`src/design/hcbd_pkg.sv`:
```
// Shared types, constants and helpers for the chunked HTTP body decoder.
// No dependencies; imported by http_chunked_body_decoder.
package hcbd_pkg;

    localparam int LENGTH_BITS_DEF = 32;
    localparam int BODY_LEN_W      = 32;
    localparam int BYTE_W          = 8;

    localparam logic [BYTE_W-1:0] CH_CR   = 8'd13;
    localparam logic [BYTE_W-1:0] CH_LF   = 8'd10;
    localparam logic [BYTE_W-1:0] CH_SEMI = 8'h3B;
    localparam logic [BYTE_W-1:0] CH_0    = 8'h30;
    localparam logic [BYTE_W-1:0] CH_9    = 8'h39;
    localparam logic [BYTE_W-1:0] CH_LA   = 8'h61;
    localparam logic [BYTE_W-1:0] CH_LF_A = 8'h66;
    localparam logic [BYTE_W-1:0] CH_UA   = 8'h41;
    localparam logic [BYTE_W-1:0] CH_UF   = 8'h46;
    localparam logic [3:0]        HEX_TEN = 4'hA;

    localparam logic OP_BYTE  = 1'b0;
    localparam logic OP_START = 1'b1;

    typedef enum logic [7:0] {
        PH_DONE     = 8'b0000_0001,
        PH_DATA     = 8'b0000_0010,
        PH_AFTER    = 8'b0000_0100,
        PH_AFTER_CR = 8'b0000_1000,
        PH_SIZE     = 8'b0001_0000,
        PH_EXT      = 8'b0010_0000,
        PH_SIZE_CR  = 8'b0100_0000,
        PH_ERROR    = 8'b1000_0000
    } t_phase;

    typedef struct packed {
        logic       is_hex;
        logic [3:0] value;
    } t_hex;

    typedef struct packed {
        logic              payload_valid;
        logic [BYTE_W-1:0] payload_byte;
        logic              body_done;
        logic              framing_error;
    } t_result;

    function automatic t_hex hex_decode(input logic [BYTE_W-1:0] c);
        t_hex h;
        logic [BYTE_W-1:0] d;
        h = '0;
        d = '0;
        if (c >= CH_0 && c <= CH_9) begin
            d = c - CH_0;
            h = '{is_hex: 1'b1, value: d[3:0]};
        end else if (c >= CH_LA && c <= CH_LF_A) begin
            d = c - CH_LA;
            h = '{is_hex: 1'b1, value: d[3:0] + HEX_TEN};
        end else if (c >= CH_UA && c <= CH_UF) begin
            d = c - CH_UA;
            h = '{is_hex: 1'b1, value: d[3:0] + HEX_TEN};
        end
        return h;
    endfunction

endpackage

```
`src/design/http_chunked_body_decoder.sv`:
```
// Top level of the HTTP message body decoder (chunked or length-delimited).
// Depends on hcbd_pkg for phase codes, character constants and the hex decoder.

// Takes one beat per clock while o_in_stall is low: a start beat opens a body,
// every other beat carries one raw byte, and each input beat yields exactly one
// result beat. The per-byte work is a single state update between the input
// handshake and an output register, so the block sustains one beat per cycle
// unless stalled; a one-entry skid stage behind the output register lets it keep
// accepting while a result waits, and o_in_stall rises only when both are full.
// body_done and framing_error are levels that hold until the next start beat.
module http_chunked_body_decoder
    import hcbd_pkg::*;
#(
    parameter int LENGTH_BITS = LENGTH_BITS_DEF
) (
    input  logic                  i_clk,
    input  logic                  i_rst_n,
    input  logic                  i_in_valid,
    output logic                  o_in_stall,
    input  logic                  i_operation,
    input  logic [BYTE_W-1:0]     i_data_byte,
    input  logic                  i_chunked_mode,
    input  logic [BODY_LEN_W-1:0] i_body_length,
    output logic                  o_out_valid,
    input  logic                  i_out_stall,
    output logic                  o_payload_valid,
    output logic [BYTE_W-1:0]     o_payload_byte,
    output logic                  o_body_done,
    output logic                  o_framing_error
);

    localparam int WIDE_W = 64;

    t_phase                 r_phase, n_phase;
    logic [LENGTH_BITS-1:0] r_remaining, n_remaining;
    logic [LENGTH_BITS-1:0] r_size_acc, n_size_acc;
    logic                   r_chunked, n_chunked;

    t_result r_out, r_skid, n_result;
    logic    r_out_valid, r_skid_valid;

    logic              in_accept;
    logic              out_take;
    t_hex              hex;
    logic [WIDE_W-1:0] len_wide;
    logic              len_oversize;

    assign in_accept    = i_in_valid && !r_skid_valid;
    assign out_take     = r_out_valid && !i_out_stall;
    assign hex          = hex_decode(i_data_byte);
    assign len_wide     = WIDE_W'(i_body_length);
    assign len_oversize = (len_wide >> LENGTH_BITS) != '0;

    always_comb begin
        n_phase     = r_phase;
        n_remaining = r_remaining;
        n_size_acc  = r_size_acc;
        n_chunked   = r_chunked;
        n_result    = '0;

        if (i_operation == OP_START) begin
            n_chunked  = i_chunked_mode;
            n_size_acc = '0;
            if (i_chunked_mode) begin
                n_remaining = '0;
                n_phase     = PH_SIZE;
            end else if (len_oversize) begin
                n_remaining = '0;
                n_phase     = PH_ERROR;
            end else begin
                n_remaining = len_wide[LENGTH_BITS-1:0];
                n_phase     = (len_wide == '0) ? PH_DONE : PH_DATA;
            end
        end else begin
            case (r_phase)
                PH_DATA: begin
                    n_result.payload_valid = 1'b1;
                    n_result.payload_byte  = i_data_byte;
                    n_remaining            = r_remaining - 1'b1;
                    if (r_remaining == LENGTH_BITS'(1)) begin
                        n_phase = r_chunked ? PH_AFTER : PH_DONE;
                    end
                end
                PH_AFTER: begin
                    if (i_data_byte == CH_CR) begin
                        n_phase = PH_AFTER_CR;
                    end else if (i_data_byte == CH_LF) begin
                        n_phase = PH_SIZE;
                    end else begin
                        n_phase = PH_ERROR;
                    end
                end
                PH_AFTER_CR: begin
                    n_phase = (i_data_byte == CH_LF) ? PH_SIZE : PH_ERROR;
                end
                PH_SIZE, PH_EXT, PH_SIZE_CR: begin
                    if (r_phase == PH_SIZE && hex.is_hex) begin
                        // The top nibble must be clear or the shift would lose bits.
                        if (r_size_acc[LENGTH_BITS-1 -: 4] != '0) begin
                            n_phase = PH_ERROR;
                        end else begin
                            n_size_acc = {r_size_acc[LENGTH_BITS-5:0], hex.value};
                        end
                    end else if (i_data_byte == CH_LF) begin
                        // End of a size line: zero size ends the body.
                        if (r_size_acc == '0) begin
                            n_phase = PH_DONE;
                        end else begin
                            n_remaining = r_size_acc;
                            n_size_acc  = '0;
                            n_phase     = PH_DATA;
                        end
                    end else if (r_phase == PH_SIZE_CR) begin
                        n_phase = PH_ERROR;
                    end else if (i_data_byte == CH_CR) begin
                        n_phase = PH_SIZE_CR;
                    end else if (r_phase == PH_SIZE) begin
                        n_phase = (i_data_byte == CH_SEMI) ? PH_EXT : PH_ERROR;
                    end
                end
                default: begin
                end
            endcase
        end

        n_result.body_done     = (n_phase == PH_DONE);
        n_result.framing_error = (n_phase == PH_ERROR);
    end

    always_ff @(posedge i_clk) begin
        if (!i_rst_n) begin
            r_phase      <= PH_DONE;
            r_remaining  <= '0;
            r_size_acc   <= '0;
            r_chunked    <= 1'b0;
            r_out_valid  <= 1'b0;
            r_skid_valid <= 1'b0;
        end else begin
            if (in_accept) begin
                r_phase     <= n_phase;
                r_remaining <= n_remaining;
                r_size_acc  <= n_size_acc;
                r_chunked   <= n_chunked;
            end
            if (in_accept) begin
                if (!r_out_valid || out_take) begin
                    r_out_valid <= 1'b1;
                end else begin
                    r_skid_valid <= 1'b1;
                end
            end else if (out_take) begin
                r_out_valid  <= r_skid_valid;
                r_skid_valid <= 1'b0;
            end
        end
    end

    always_ff @(posedge i_clk) begin
        if (in_accept) begin
            if (!r_out_valid || out_take) begin
                r_out <= n_result;
            end else begin
                r_skid <= n_result;
            end
        end else if (out_take && r_skid_valid) begin
            r_out <= r_skid;
        end
    end

    assign o_in_stall      = r_skid_valid;
    assign o_out_valid     = r_out_valid;
    assign o_payload_valid = r_out.payload_valid;
    assign o_payload_byte  = r_out.payload_byte;
    assign o_body_done     = r_out.body_done;
    assign o_framing_error = r_out.framing_error;

    // The skid stage only fills behind a held output register.
    a_skid_behind_out: assert property (@(posedge i_clk) disable iff (!i_rst_n)
        r_skid_valid |-> r_out_valid)
        else $error("skid entry valid while output register empty");

    // A data phase always has bytes left to pass.
    a_data_has_bytes: assert property (@(posedge i_clk) disable iff (!i_rst_n)
        (r_phase == PH_DATA) |-> (r_remaining != '0))
        else $error("data phase with zero remaining bytes");

    // Done and error are exclusive phases.
    a_flags_exclusive: assert property (@(posedge i_clk) disable iff (!i_rst_n)
        o_out_valid |-> !(o_body_done && o_framing_error))
        else $error("body_done and framing_error both set");

    // Non-data results carry a zero byte.
    a_idle_byte_zero: assert property (@(posedge i_clk) disable iff (!i_rst_n)
        (o_out_valid && !o_payload_valid) |-> (o_payload_byte == '0))
        else $error("payload byte nonzero without payload_valid");

    // A stalled result must not be overwritten by a newer one.
    a_out_holds: assert property (@(posedge i_clk) disable iff (!i_rst_n)
        (r_out_valid && i_out_stall) |=> (r_out_valid && $stable(r_out)))
        else $error("stalled output beat changed");

endmodule
```
`config.mk`:
```
export PLATFORM = sky130hd
export DESIGN_NAME = http_chunked_body_decoder
export DESIGN_NICKNAME = d
export VERILOG_FILES = /design/src/design/hcbd_pkg.sv /design/src/design/http_chunked_body_decoder.sv
export SDC_FILE = /design/constraint.sdc
export NUM_CORES = 1
export LEC_CHECK = 0
export BUFFER_PORTS_ARGS = -buffer_cell sky130_fd_sc_hd__buf_2
export CORE_MARGIN = 4
export CORE_UTILIZATION = 59
export CTS_BUF_LIST = sky130_fd_sc_hd__clkbuf_4
export CTS_CLUSTER_DIAMETER = 100
export DETAILED_ROUTE_END_ITERATION = 7
export GPL_ROUTABILITY_DRIVEN = 0
export PLACE_DENSITY = 0.86
export SLEW_MARGIN = 0
export SYNTH_ARGS = -nofsm -noshare
export SYNTH_HDL_FRONTEND = slang
export SYNTH_SLANG_ARGS = --single-unit
```
`constraint.sdc`:
```
create_clock -name i_clk -period 3.53 [get_ports i_clk]
set_clock_uncertainty 0.15 [all_clocks]
set_input_delay 0 -clock i_clk [delete_from_list [all_inputs] [get_ports i_clk]]
set_output_delay 0 -clock i_clk [all_outputs]
set_load 0.02 [all_outputs]
```
# Word level (Yosys, flattened, before mapping)
# Index checks and enable logic that the tools add are counted.
[word_totals]
wordCells = 115
ff_bits = 97
output_inout_bits = 13
inputBits = 46
[classes]
magnitude_cmp = 6
n_reduce_logical = 27
addsub = 6
eq_ne = 19
n_bitwise = 1
muxes = 42
[ops]
columns = ["operator", "n"]
rows = [
  ["$mux 32", 11],
  ["$mux 8", 11],
  ["$logic_not 64->1", 1],
  ["$pmux 32 s2", 1],
  ["$mux 11", 3],
  ["$eq 32x1->1 const B", 1],
  ["$logic_not 32->1", 1],
  ["$pmux 8 s4", 1],
  ["$sub 32x1->32 const B", 1],
  ["$eq 8x4->1 const B", 3],
  ["$mux 5", 4],
  ["$mux 9", 2],
  ["$eq 8x6->1 const B", 2],
  ["$ge 8x7->1 const B", 2],
  ["$le 8x7->1 const B", 2],
  ["$ne 3x3->1 const B", 5],
  ["$sub 4x1->4 const B", 3],
  ["$reduce_and 2->1", 5],
  ["$reduce_and 5->1", 2],
  ["$add 4x4->4 const B", 2],
  ["$eq 8x1->1 const B", 1],
  ["$eq 8x2->1 const B", 1],
  ["$eq 8x3->1 const B", 1],
  ["$eq 8x5->1 const B", 1],
  ["other kinds (17)", 34],
]

# Depth between registers and ports, before layout
# Gate-level depths: netlist of run 1.
[logic_depth]
depth_word = 12
depth_mapped = 11
mapped_depth_nobuf = 9

# Worst setup path after synthesis of run 1
# No wires, ideal clock.
[synth_timing]
path_kind = "register to register"
start = "reg r_phase[2]"
end = "reg r_out, in the netlist o_framing_error (data pin)"
setup_ns = 0.180
stages_incl_launch_ff = 9
n_path_buf = 1
synth_period_minus_slack_ns = 2.764
t_arrival_ns = 2.434
setup_slack_ns = 0.766
required_time_ns = 3.200
path_cell_list = "dfxtp_1 -> buf_6 -> or4_4 -> or4_4 -> o21a_4 -> a2111oi_4 -> or3_1 -> nand4_2 -> o41ai_2"
[synth_between]
elab_chain_len = 11
elab_cells_between_ends = 20
cone_classes = "eq/ne (7); mux (11); reduce/logical (2)"
[synth_rtl]
columns = ["element", "line", "source"]
rows = [
  ["from (decl)", "http_chunked_body_decoder.sv:34", "t_phase r_phase, n_phase;"],
  ["from (signal assigned)", "http_chunked_body_decoder.sv:140", "r_phase <= n_phase;"],
  ["$eq 8x5->1", "http_chunked_body_decoder.sv:75, http_chunked_body_decoder.sv:97, http_chunked_body_decoder.sv:117", ""],
  ["$mux 8", "http_chunked_body_decoder.sv:117", "end else if (r_phase == PH_SIZE) begin"],
  ["$mux 8", "http_chunked_body_decoder.sv:115", "end else if (i_data_byte == CH_CR) begin"],
  ["$mux 8", "http_chunked_body_decoder.sv:113", "end else if (r_phase == PH_SIZE_CR) begin"],
  ["$mux 8", "http_chunked_body_decoder.sv:104", "end else if (i_data_byte == CH_LF) begin"],
  ["$mux 8", "http_chunked_body_decoder.sv:97", "if (r_phase == PH_SIZE && hex.is_hex) begin"],
  ["$pmux 8 s4 (*)", "http_chunked_body_decoder.sv:75", "case (r_phase)"],
  ["$mux 8 (*)", "http_chunked_body_decoder.sv:61", "if (i_operation == OP_START) begin"],
  ["$eq 8x8->1 (*)", "http_chunked_body_decoder.sv:127", "n_result.framing_error = (n_phase == PH_ERROR);"],
  ["$mux 11 (*)", "http_chunked_body_decoder.sv:160", "if (!r_out_valid || out_take) begin"],
  ["$mux 11 (*)", "http_chunked_body_decoder.sv:159", "if (in_accept) begin"],
  ["to (signal assigned)", "http_chunked_body_decoder.sv:161", "r_out <= n_result;"],
  ["to (signal assigned)", "http_chunked_body_decoder.sv:166", "r_out <= r_skid;"],
  ["to (decl)", "http_chunked_body_decoder.sv:39", "t_result r_out, r_skid, n_result;"],
]
# Mark *: on every way between the ends. The rest lies on a longest branch, timed or not. The select of a mux whose other input is x is not followed.
# A chain may end at the register's enable or synchronous reset.

# Worst setup path in the final report of run 1
[layout_timing]
start = "reg r_phase[6]"
end = "reg r_out, in the netlist o_framing_error (data pin)"
# The elaborated chain is that of the path after synthesis.

==> results of run 1 <==
## through the flow
stage / instance area [µm²] / instances / worst slack, ns / utilization / hold WS, ns
finish: 6740 / 907 / 0.475 / 0.716 / 0.0434
global route: 6740 / 907 / 0.116 / 0.716 / 0.0831
CTS: 6730 / 906 / 0.236 / 0.715 / 0.0365
detailed placement: 6160 / 846 / 0.283 / 0.655 / 0.133
global placement: 6160 / 846 / 0.595 / 0.655 / 0.107
floorplan: 5810 / 699 / 0.766 / - / -0.00531
## flip-flops by register name (all words and copies together) (netlist names)
| name | cells |
|---|---|
| r_chunked | 1 |
| o_in_stall | 1 |
| o_body_done | 1 |
| o_framing_error | 1 |
| r_remaining | 32 |
| o_out_valid | 1 |
| o_payload_valid | 1 |
| o_payload_byte | 8 |
| r_skid | 11 |
| r_phase | 8 |
| r_size_acc | 32 |
## layout by cell type (no fill, tap or decap), types with 5 or more instances in the layout
cell type      synthesis  layout
clkbuf_4               0       9
nand2b_1               6       6
nand3_1               39      39
a21oi_1               23      23
o21ai_0               38      38
nand4_1                8       8
buf_4                  0      12
a21boi_0              34      34
nor3_1                16      16
ha_1                   6       6
xor2_1                 5       5
inv_1                  8       8
xnor2_1               23      23
buf_2                  7      58
mux2_2                 9       9
a211oi_1              10      10
o311ai_0               8       8
a221oi_1              10      10
o211a_1               13      13
nor3b_1               12      12
and3_1                12      12
dfxtp_1               75      75
edfxtp_1              22      22
a21boi_1               8       8
dlygate4sd3_1          0      44
and2_1                 8       8
or3_1                  7       7
nor2_1                61      58
nand2_1               80      80
nor4_1                37      37
## final timing paths
path	endpoint	startpoint	depth (start not counted)
hold reg to reg	r_size_acc[30]$_SDFFE_PN0P_	r_size_acc[30]$_SDFFE_PN0P_	2
setup reg to reg	o_framing_error$_DFFE_PP_	r_phase[6]$_SDFFE_PN0P_	7
hold / removal	r_chunked$_SDFFE_PN0P_	i_operation	3
setup / recovery	o_framing_error$_DFFE_PP_	r_phase[6]$_SDFFE_PN0P_	7
## critical path: stages, from the launching register on
cell     delay (ns)
dfxtp_1        0.61
xor2_1         0.13
o21ai_0        0.36
or2_2          0.51
nor3_1         0.17
nor4b_1        0.36
nand4_2        0.22
o41ai_2        0.37
## what timing repair did
action	4_1_cts	5_1_grt
hold buffers	44	0
endpoints found under the setup margin	0	32
gates resized for setup	0	1
hold endpoints to repair	55	0
## final cells by class
type | instances | area (µm²)
inverters | 8 | 30.0
flip-flops and latches | 97 | 2160
multi-input cells | 541 | 3420
clock inverters | 7 | 61.3
fillers | 686 | 2670
clock buffers | 9 | 67.6
well taps | 129 | 161
diodes | 1 | 2.50
repair buffers | 115 | 841
## power by group through the flow
stage | logic [mW] | registers, mW | clock network [mW]
floorplan | 0.331 | 1.25 | 0
global placement | 0.468 | 1.25 | 0
detailed placement | 0.484 | 1.25 | 0
CTS | 0.525 | 1.23 | 0.588
global route | 0.593 | 1.24 | 0.637
finish | 0.542 | 1.23 | 0.589
## routing by layer
layer	part of all wire	GRT usage	wire length [µm]	vias up
met5	0	0	0	-
met4	0.048	0.145	832	0
met3	0.079	0.0572	1350	77
met2	0.48	0.521	8230	362
met1	0.39	0.380	6790	2755
li1	-	-	-	2750
## kinds of logic (layout without fill, tap and decap cells)
family,after synthesis,in the layout,synth area share
mux,10,10,0.0192
other cells,0,1,0
compound gates,183,183,0.232
fa+ha+maj,6,6,0.0129
buf+inv,61,139,0.0422
xor+xnor,28,28,0.0422
flops,97,97,0.372
simple gates,314,314,0.279
==> impl_metrics.json, run 1 <==
{
  "status": "complete, no violations",
  "setup_tns_ns": 0,
  "dp.final_hpwl_mm": 11.2,
  "worstPathRequired_ns": 3.69,
  "fp.dieArea_mm2": 0.0115,
  "cts_tree": "done",
  "synth_edf_count": 22,
  "die_height_um": 107,
  "drive_above_1_share": 0.147,
  "clkPwrFrac": 0.249,
  "relSlewSlack": 0.213,
  "synth_top_area_share": 0.259,
  "dr.pass1.iters": 6,
  "max_freq_mhz": 327,
  "synthFlopType": "dfxtp_1",
  "worst_skew_pair.late_latency_ns": 0.48,
  "slew_viol_final": 0,
  "synthDistinctLibCells": 66,
  "yosys.area.top_type": "dfxtp_1",
  "root_buffer": "clkbuf_4",
  "coreArea_mm2": 0.00942,
  "arrival_ns": 3.21,
  "grt_max_degree": 76,
  "p_per_area_mw_per_mm2": 351,
  "end_kind": "flop",
  "drtIter0Drc": 659,
  "critPathMaxFanout": 28,
  "start_util": 0.617,
  "hold_violations": 0,
  "setup_viol_count_final": 0,
  "rrSetupSlack_ns": 0.47,
  "grt_pass1_wl_mm": 28.6,
  "p_comb_frac": 0.229,
  "yosysWarnings": 0,
  "die_x_um": 107,
  "max-cap-violations": 0,
  "num_vias": 5944,
  "synth_seq_area_share": 0.372,
  "fin_crit_ns": 3.06,
  "synth.most_common_cell": "nand2_1",
  "drc": 0,
  "grt_setup_unrepaired": "false",
  "hp-class": "in -> reg",
  "p_leak_nw": 2.51,
  "ctsLongestPathBuffers": 2,
  "cts_setup_buffers": 0,
  "wl_per_cell_um": 19.0,
  "synth_area_per_cell_um2": 8.31,
  "syn_area_mm2": 0.00581,
  "ir_worst_vdd_v": 0.000283,
  "synth-seq-cells": 97,
  "io_pins": 59,
  "final_nets": 824,
  "synth.area.top_cells": "dfxtp_1, edfxtp_1, nand2_1",
  "clk_pin_slew_ns": 0.17,
  "htreeDepth": 3,
  "ant_nets": 0,
  "cts_sinks": 97,
  "swShare": 0.334,
  "seq_power_share": 0.521,
  "syn_nets": 751,
  "p_sw_mw": 0.789,
  "fin_crit_sh": 0.866,
  "cp-start-kind": "flop",
  "synthCells": 699,
  "vias_per_cell": 6.55,
  "fin_total_pwr_mw": 2.36,
  "synth_commonest_cells": "nand2_1, dfxtp_1, nor2_1",
  "worst_pin_slew_ns": 1.18,
  "grt_pass1_vias": 5760,
  "area_delta_synth_final_pct": 16.1,
  "numCtsBuffers": 9,
  "antenna_found_initial": 1,
  "criticalPathCategory": "reg -> reg",
  "grt_overflow": 0,
  "internal_power_mw": 1.57,
  "grtUsageTotal": 0.309,
  "routed_wl_mm": 17.2,
  "ys_async_sr_fraction": 0,
  "row_count": 35,
  "port_buffers": 58
}
No activity file was read; power rests on OpenSTA's default activity.
==> run 2, diff against run 1 <==
--- a/config.mk
+++ b/config.mk
@@ -5,14 +5,14 @@
 export SDC_FILE = /design/constraint.sdc
 export NUM_CORES = 1
 export LEC_CHECK = 0
-export BUFFER_PORTS_ARGS = -buffer_cell sky130_fd_sc_hd__buf_2
 export CORE_MARGIN = 4
 export CORE_UTILIZATION = 59
 export CTS_BUF_LIST = sky130_fd_sc_hd__clkbuf_4
 export CTS_CLUSTER_DIAMETER = 100
 export DETAILED_ROUTE_END_ITERATION = 7
+export DONT_BUFFER_PORTS = 1
 export GPL_ROUTABILITY_DRIVEN = 0
-export PLACE_DENSITY = 0.86
+export PLACE_DENSITY = 0.81
 export SLEW_MARGIN = 0
 export SYNTH_ARGS = -nofsm -noshare
 export SYNTH_HDL_FRONTEND = slang
==> impl_metrics.json, run 2 (synthesized netlist as in run 1, its figures left out) <==
{
  "root_buffer": "clkbuf_4",
  "area_delta_synth_final_pct": 14.8,
  "hp-class": "in -> reg",
  "clk_pin_slew_ns": 0.17,
  "setup_tns_ns": 0,
  "worstPathRequired_ns": 3.77,
  "antenna_found_initial": 0,
  "num_vias": 5818,
  "cts_sinks": 97,
  "slew_viol_final": 0,
  "drive_above_1_share": 0.0834,
  "grt_setup_unrepaired": "false",
  "cts_tree": "done",
  "max_freq_mhz": 307,
  "htreeDepth": 3,
  "routed_wl_mm": 17.8,
  "fp.dieArea_mm2": 0.0115,
  "cts_setup_buffers": 0,
  "clkPwrFrac": 0.299,
  "grt_overflow": 0,
  "fin_total_pwr_mw": 2.51,
  "dr.pass1.iters": 7,
  "internal_power_mw": 1.77,
  "cp-start-kind": "flop",
  "port_buffers": 0,
  "worst_skew_pair.late_latency_ns": 0.47,
  "wl_per_cell_um": 20.7,
  "final_common_cell": "nand2_1",
  "p_comb_frac": 0.202,
  "max-cap-violations": 0,
  "setup_viol_count_final": 0,
  "die_x_um": 107,
  "seq_power_share": 0.499,
  "start_util": 0.617,
  "diodes": 0,
  "grt_pass1_wl_mm": 28.8,
  "drc": 0,
  "swShare": 0.295,
  "r2r_cells": 9,
  "hold_violations": 0,
  "p_leak_nw": 2.37,
  "final_nets": 778,
  "fin_crit_sh": 0.924,
  "grt_pass1_vias": 5617,
  "final_cell_mix": "nand2_1, dfxtp_1, nor2_1",
  "die_height_um": 107,
  "drtIter0Drc": 591,
  "worst_pin_slew_ns": 1.13,
  "io_pins": 59,
  "fin_crit_ns": 3.26,
  "arrival_ns": 3.50,
  "critPathMaxFanout": 45,
  "grt_max_degree": 76,
  "grtUsageTotal": 0.316,
  "whs_path_depth": 3,
  "status": "complete, no violations",
  "ctsLongestPathBuffers": 2,
  "end_kind": "flop",
  "dp.final_hpwl_mm": 11.3,
  "ant_nets": 0,
  "ir_worst_vdd_v": 0.000248,
  "p_sw_mw": 0.740,
  "numCtsBuffers": 9,
  "criticalPathCategory": "reg -> reg",
  "vias_per_cell": 6.77,
  "p_per_area_mw_per_mm2": 376,
  "relSlewSlack": 0.245,
  "row_count": 35,
  "reg.largest.list": "r_remaining: 32 flops, r_size_acc: 32 flops, r_skid: 11 flops",
  "coreArea_mm2": 0.00942
}
[run 2: path summary, 6_finish.rpt]
kind / from / to / slack, ns
setup reg to reg: r_phase[3]$_SDFFE_PN0P_ / r_remaining[8]$_SDFFE_PN0P_ / 0.27
hold / removal: i_operation / r_skid[1]$_DFFE_PP_ / 0.03
hold reg to reg: r_size_acc[30]$_SDFFE_PN0P_ / r_size_acc[30]$_SDFFE_PN0P_ / 0.34
setup / recovery: r_phase[3]$_SDFFE_PN0P_ / r_remaining[8]$_SDFFE_PN0P_ / 0.27
[run 2: layer usage]
| layer | vias to the layer above | wire length [µm] | GRT usage |
|---|---|---|---|
| met5 | - | 0 | 0 |
| met4 | 0 | 1040 | 0.166 |
| met3 | 99 | 1750 | 0.0710 |
| met2 | 371 | 8370 | 0.519 |
| met1 | 2693 | 6660 | 0.386 |
| li1 | 2655 | - | - |
[run 2: what timing repair did]
action / CTS / global route
hold endpoints to repair: 117 / 0
hold buffers: 54 / 0
gates resized for setup: 0 / 4
endpoints found under the setup margin: 0 / 4
[run 2: cell type report]
| class | instances | area, µm² |
|---|---|---|
| Sequential cell | 97 | 2160 |
| Inverter | 8 | 30.0 |
| Tap cell | 129 | 161 |
| Timing Repair Buffer | 69 | 693 |
| Fill cell | 717 | 2750 |
| Multi-Input combinational cell | 541 | 3430 |
| Clock buffer | 9 | 67.6 |
| Clock inverter | 7 | 116 |
[run 2: power by group through the flow]
| stage | clock network, mW | logic, mW | registers (mW) |
|---|---|---|---|
| floorplan | 0 | 0.331 | 1.25 |
| global placement | 0 | 0.387 | 1.27 |
| detailed placement | 0 | 0.401 | 1.27 |
| CTS | 0.748 | 0.481 | 1.25 |
| global route | 0.794 | 0.551 | 1.26 |
| finish | 0.748 | 0.506 | 1.25 |
[run 2: stage by stage]
step | hold WS (ns) | std cells | instance area, µm² | setup WS, ns | util
after global placement | -0.0475 | 790 | 5890 | 0.581 | 0.625
after CTS | 0.0244 | 860 | 6640 | 0.0613 | 0.705
after floorplan | -0.00531 | 699 | 5810 | 0.766 | -
after global routing | 0.0626 | 860 | 6660 | 0.106 | 0.708
after detailed placement | -0.0350 | 790 | 5890 | 0.376 | 0.625
final | 0.0270 | 860 | 6660 | 0.270 | 0.708
[run 2: worst max-delay path: stages, from the launching register on]
cell,delay (ns)
dfxtp_1,0.47
nor4_2,0.40
nand2b_1,0.22
or2_4,0.41
nor2_1,0.21
o31a_1,0.21
buf_12,0.23
o311ai_0,0.17
dlygate4sd3_1,0.59
o211a_1,0.13
